<file path="src/sv/isst_pkg.sv">
// Shared types and constants for the integer set span tracker.
// Used by the controller, the datapath and the top level; no dependencies.
`timescale 1ns / 1ps
`default_nettype none
package isst_pkg;

   localparam int DATA_W  = 32;
   localparam int COUNT_W = 9;
   localparam logic [COUNT_W-1:0] CAP_RESET = 9'd256;

   typedef enum logic [1:0] {
      ST_IDLE,
      ST_SCAN,
      ST_COMMIT,
      ST_REPLY
   } state_type;

   // controller to datapath
   typedef struct packed {
      logic load;
      logic read;
      logic commit;
      logic respond;
   } cmd_type;

   // datapath to controller
   typedef struct packed {
      logic room;
      logic scan_left;
      logic pipe_busy;
   } stat_type;

endpackage
`default_nettype wire

</file>
<file path="src/sv/isst_ctrl.sv">
// Controller for the span tracker: sequences accept, scan, commit and reply.
// Depends on isst_pkg.
`timescale 1ns / 1ps
`default_nettype none
module isst_ctrl (
   input  wire logic              clock,
   input  wire logic              reset,
   input  wire logic              start,
   input  wire isst_pkg::stat_type stat,
   output isst_pkg::cmd_type      cmd,
   output logic                   busy
);

   isst_pkg::state_type state_ff, state_in;

   always_ff @(posedge clock) begin
      if (reset) begin
         state_ff <= isst_pkg::ST_IDLE;
      end else begin
         state_ff <= state_in;
      end
   end

   always_comb begin
      state_in = state_ff;
      unique case (state_ff)
         isst_pkg::ST_IDLE: begin
            if (start) begin
               state_in = stat.room ? isst_pkg::ST_SCAN : isst_pkg::ST_REPLY;
            end
         end
         isst_pkg::ST_SCAN: begin
            if (!stat.scan_left && !stat.pipe_busy) begin
               state_in = isst_pkg::ST_COMMIT;
            end
         end
         isst_pkg::ST_COMMIT: state_in = isst_pkg::ST_REPLY;
         isst_pkg::ST_REPLY:  state_in = isst_pkg::ST_IDLE;
         default:             state_in = isst_pkg::ST_IDLE;
      endcase
   end

   always_comb begin
      cmd  = '0;
      busy = 1'b1;
      unique case (state_ff)
         isst_pkg::ST_IDLE: begin
            busy     = 1'b0;
            cmd.load = start;
         end
         isst_pkg::ST_SCAN:   cmd.read    = stat.scan_left;
         isst_pkg::ST_COMMIT: cmd.commit  = 1'b1;
         isst_pkg::ST_REPLY:  cmd.respond = 1'b1;
         default:             busy        = 1'b1;
      endcase
   end

endmodule
`default_nettype wire

</file>
<file path="config.mk">
export PLATFORM = sky130hd
export DESIGN_NAME = isst_ctrl
export DESIGN_NICKNAME = d
export VERILOG_FILES = /design/src/sv/isst_pkg.sv /design/src/sv/isst_ctrl.sv
export SDC_FILE = /design/constraint.sdc
export NUM_CORES = 1
export LEC_CHECK = 0
export ABC_AREA = 0
export BUFFER_PORTS_ARGS = -buffer_cell sky130_fd_sc_hd__buf_2
export CAP_MARGIN = 20
export CELL_PAD_IN_SITES_DETAIL_PLACEMENT = 1
export CELL_PAD_IN_SITES_GLOBAL_PLACEMENT = 1
export CORE_AREA = 8 8 45 47
export CTS_CLUSTER_DIAMETER = 40
export DETAILED_ROUTE_END_ITERATION = 8
export DIE_AREA = 0 0 53 55
export GPL_ROUTABILITY_DRIVEN = 0
export PLACE_DENSITY_LB_ADDON = 0.1
export SYNTH_ARGS = -nofsm -noshare
export SYNTH_HDL_FRONTEND = slang
export SYNTH_SLANG_ARGS = --single-unit
</file>
<file path="constraint.sdc">
create_clock -name clock -period 1.9 [get_ports clock]
set_input_delay 0.095 -clock clock [delete_from_list [all_inputs] [get_ports clock]]
set_output_delay 0.095 -clock clock [all_outputs]
set_load 0.005 [all_outputs]
</file>
==> out/metrics.cfg <==
[logic_synthesis]
syn-cell-area_um2 = 194
yosysUniqueCellTypes = 13
synth_area_leaders = ha_1 (32%), dfxtp_1 (21%), and2_1 (6.5%)
yosysTopAreaCell = ha_1
yosysWarnings = 0
netlist_instances = 23
syn_avg_cell_area_um2 = 8.43
synth_top_area_share_pct = 32.3
ys_seq_elements = 2
syn-num-nets = 34
ys_seq_area_share_pct = 20.6

[worst_setup_path]
crit_required_ns = 2.03
worstSetupPathType = register to register
r2r-start = state_ff[0]$_SDFFE_PP0P_
crit_buf_inv = 1
cp_data_arrival_time_ns = 1.65
worstPathCellList = inv_1, ha_1, nor2b_1, or4_1, o31ai_1
cp-startpoint = state_ff[0]$_SDFFE_PP0P_
slowest_stage = or4_1
startpoint_type = register
cp_max_fo = 4
max_stage_delay_ns = 0.51
crit_path_end_kind = register
critical-path-top-delay-family = simple AND/OR/NAND/NOR gates

[clock_network]
clkTransAtPathRegs_ns = 0.03
cts_resized = 0
clk_path_buf_depth = 2
cts_tree = yes
root_buffer = clkbuf_4
cts_hold_buf = 0
post_cts_buffers = 0
clk_latency_ns = 0.22
clock-sinks = 2
cts_max_level = 1
numCtsBuffers = 3

[global_routing]
grtUsageTotal_pct = 3.87
top_usage_layer = met2
grtUsageMet3_pct = 2.41
grt_pass1_wl_um = 807
gr-usage-met1_pct = 3.78
grt_pass1_vias = 215
grt_max_degree = 5
gr-total-overflow = 0
antenna_found_initial = 0
use_met2_pct = 5.47

[floorplanning]
die_area_um2 = 2920
dieWidth_um = 53
chipHeight_um = 55
coreArea_um2 = 1380
num_rows = 14
ios = 11
start_util_pct = 14.0

[routing]
drcViolationCount = 0
ant_nets = 0
vias = 196
postRouteWirelength_um = 502
firstDrtPassIters = 1
avgViaCountPerCell = 3.77
wire_per_inst_um = 9.65
drt_iter0_markers = 0

[timing]
drv_slew = 0
fmax_mhz = 658
worst_pin_slew_ns = 0.262
hold_viol = 0
slew_headroom_pct = 82.5
rsz0062_at_grt = false
period_minus_slack_ns = 1.52
finalSetupViolCount = 0
finalCritPeriodShare_pct = 80.0
tns_ns = 0
fin_skew_ns = 0.00195

[min_path]
min_from = reset
hold_class = input pin to register

[final_layout]
final_cell_mix = buf_2 (10), ha_1 (5), inv_1 (3), clkbuf_4 (3)
final_util_pct = 20.7
reg_top3 = state_ff x2
final_common_cell = buf_2
fin_nets = 49
top_register = state_ff
antennaDiodeCount = 0
drive_above_1_share_pct = 36.1
area_growth_pct = 47.7
largest_reg_flops = 2

[placed_design]
dp_hpwl_um = 439
port_buffers = 10

[pwr]
power_leakage_nw = 0.151
power_density_nw_per_um2 = 1310
vdd_ir_drop_max_mv = 0.402

[run]
drv_cap = 0

[outcome]
outcome = finished clean

[cells by family after synthesis]
group,Yosys count,share of synthesized area [%]
AOI/OAI and AO/OA,5,17.4
adders and majority gates,5,32.3
buffers and inverters,3,5.81
DFF,2,20.6
and+or+nand+nor,8,23.9
[final timing paths]
check	endpoint	slack, ns	cells after the start
setup / recovery	state_ff[0]$_SDFFE_PP0P_	0.38	5
hold / removal	state_ff[1]$_SDFFE_PP0P_	0.06	2
setup reg to reg	state_ff[0]$_SDFFE_PP0P_	0.38	5
hold reg to reg	state_ff[1]$_SDFFE_PP0P_	0.51	2
[area by class of cell]
cell class / instances / area (um2)
clock buffer: 3 / 22.5
fill: 174 / 1100
inverter: 3 / 11.3
multi-input combinational: 18 / 143
sequential: 2 / 40.0
tap: 16 / 20.0
timing repair buffer: 10 / 50.0
[synthesized netlist by cell type]
cell	n
dfxtp_1	2
o21a_1	1
a211o_1	1
inv_1	3
or4_1	1
nand2b_1	2
ha_1	5
o21ai_0	1
nor2b_1	1
nor2_1	2
a21oi_1	1
o31ai_1	1
and2_1	2
[worst reg2reg max path: stages, from the launching register on]
cell     delay, ns
dfxtp_1       0.35
inv_1         0.11
ha_1          0.23
nor2b_1       0.17
or4_1         0.51
o31ai_1       0.08
[metal layers]
metal | vias up | part of all wire [%] | routed length (um)
met5 | - | 0 | 0
met1 | 84 | 47 | 234
met3 | 0 | 14 | 70
met2 | 8 | 39 | 197
met4 | 0 | 0 | 0
li1 | 104 | - | -
[power by group]
group	leakage, nW	switching, mW	total, mW	internal [mW]
clock network	0.0138	0.0228	0.0924	0.0696
registers	0.0166	0.0154	0.0755	0.0601
logic	0.121	0.104	0.206	0.103
total	0.151	0.142	0.374	0.232
[metrics by stage]
stage               instances  total power, mW  worst slack (ns)  hold WS [ns]  area (um2)
global placement           49            0.291             0.382         0.287         264
finish                     52            0.374             0.380        0.0577         287
CTS                        52            0.393             0.353        0.0491         287
floorplan                  23            0.217             0.494         0.164         194
global route               52            0.423             0.272        0.0635         287
detailed placement         49            0.292             0.366         0.288         264
(Power assumes the default switching activity.)
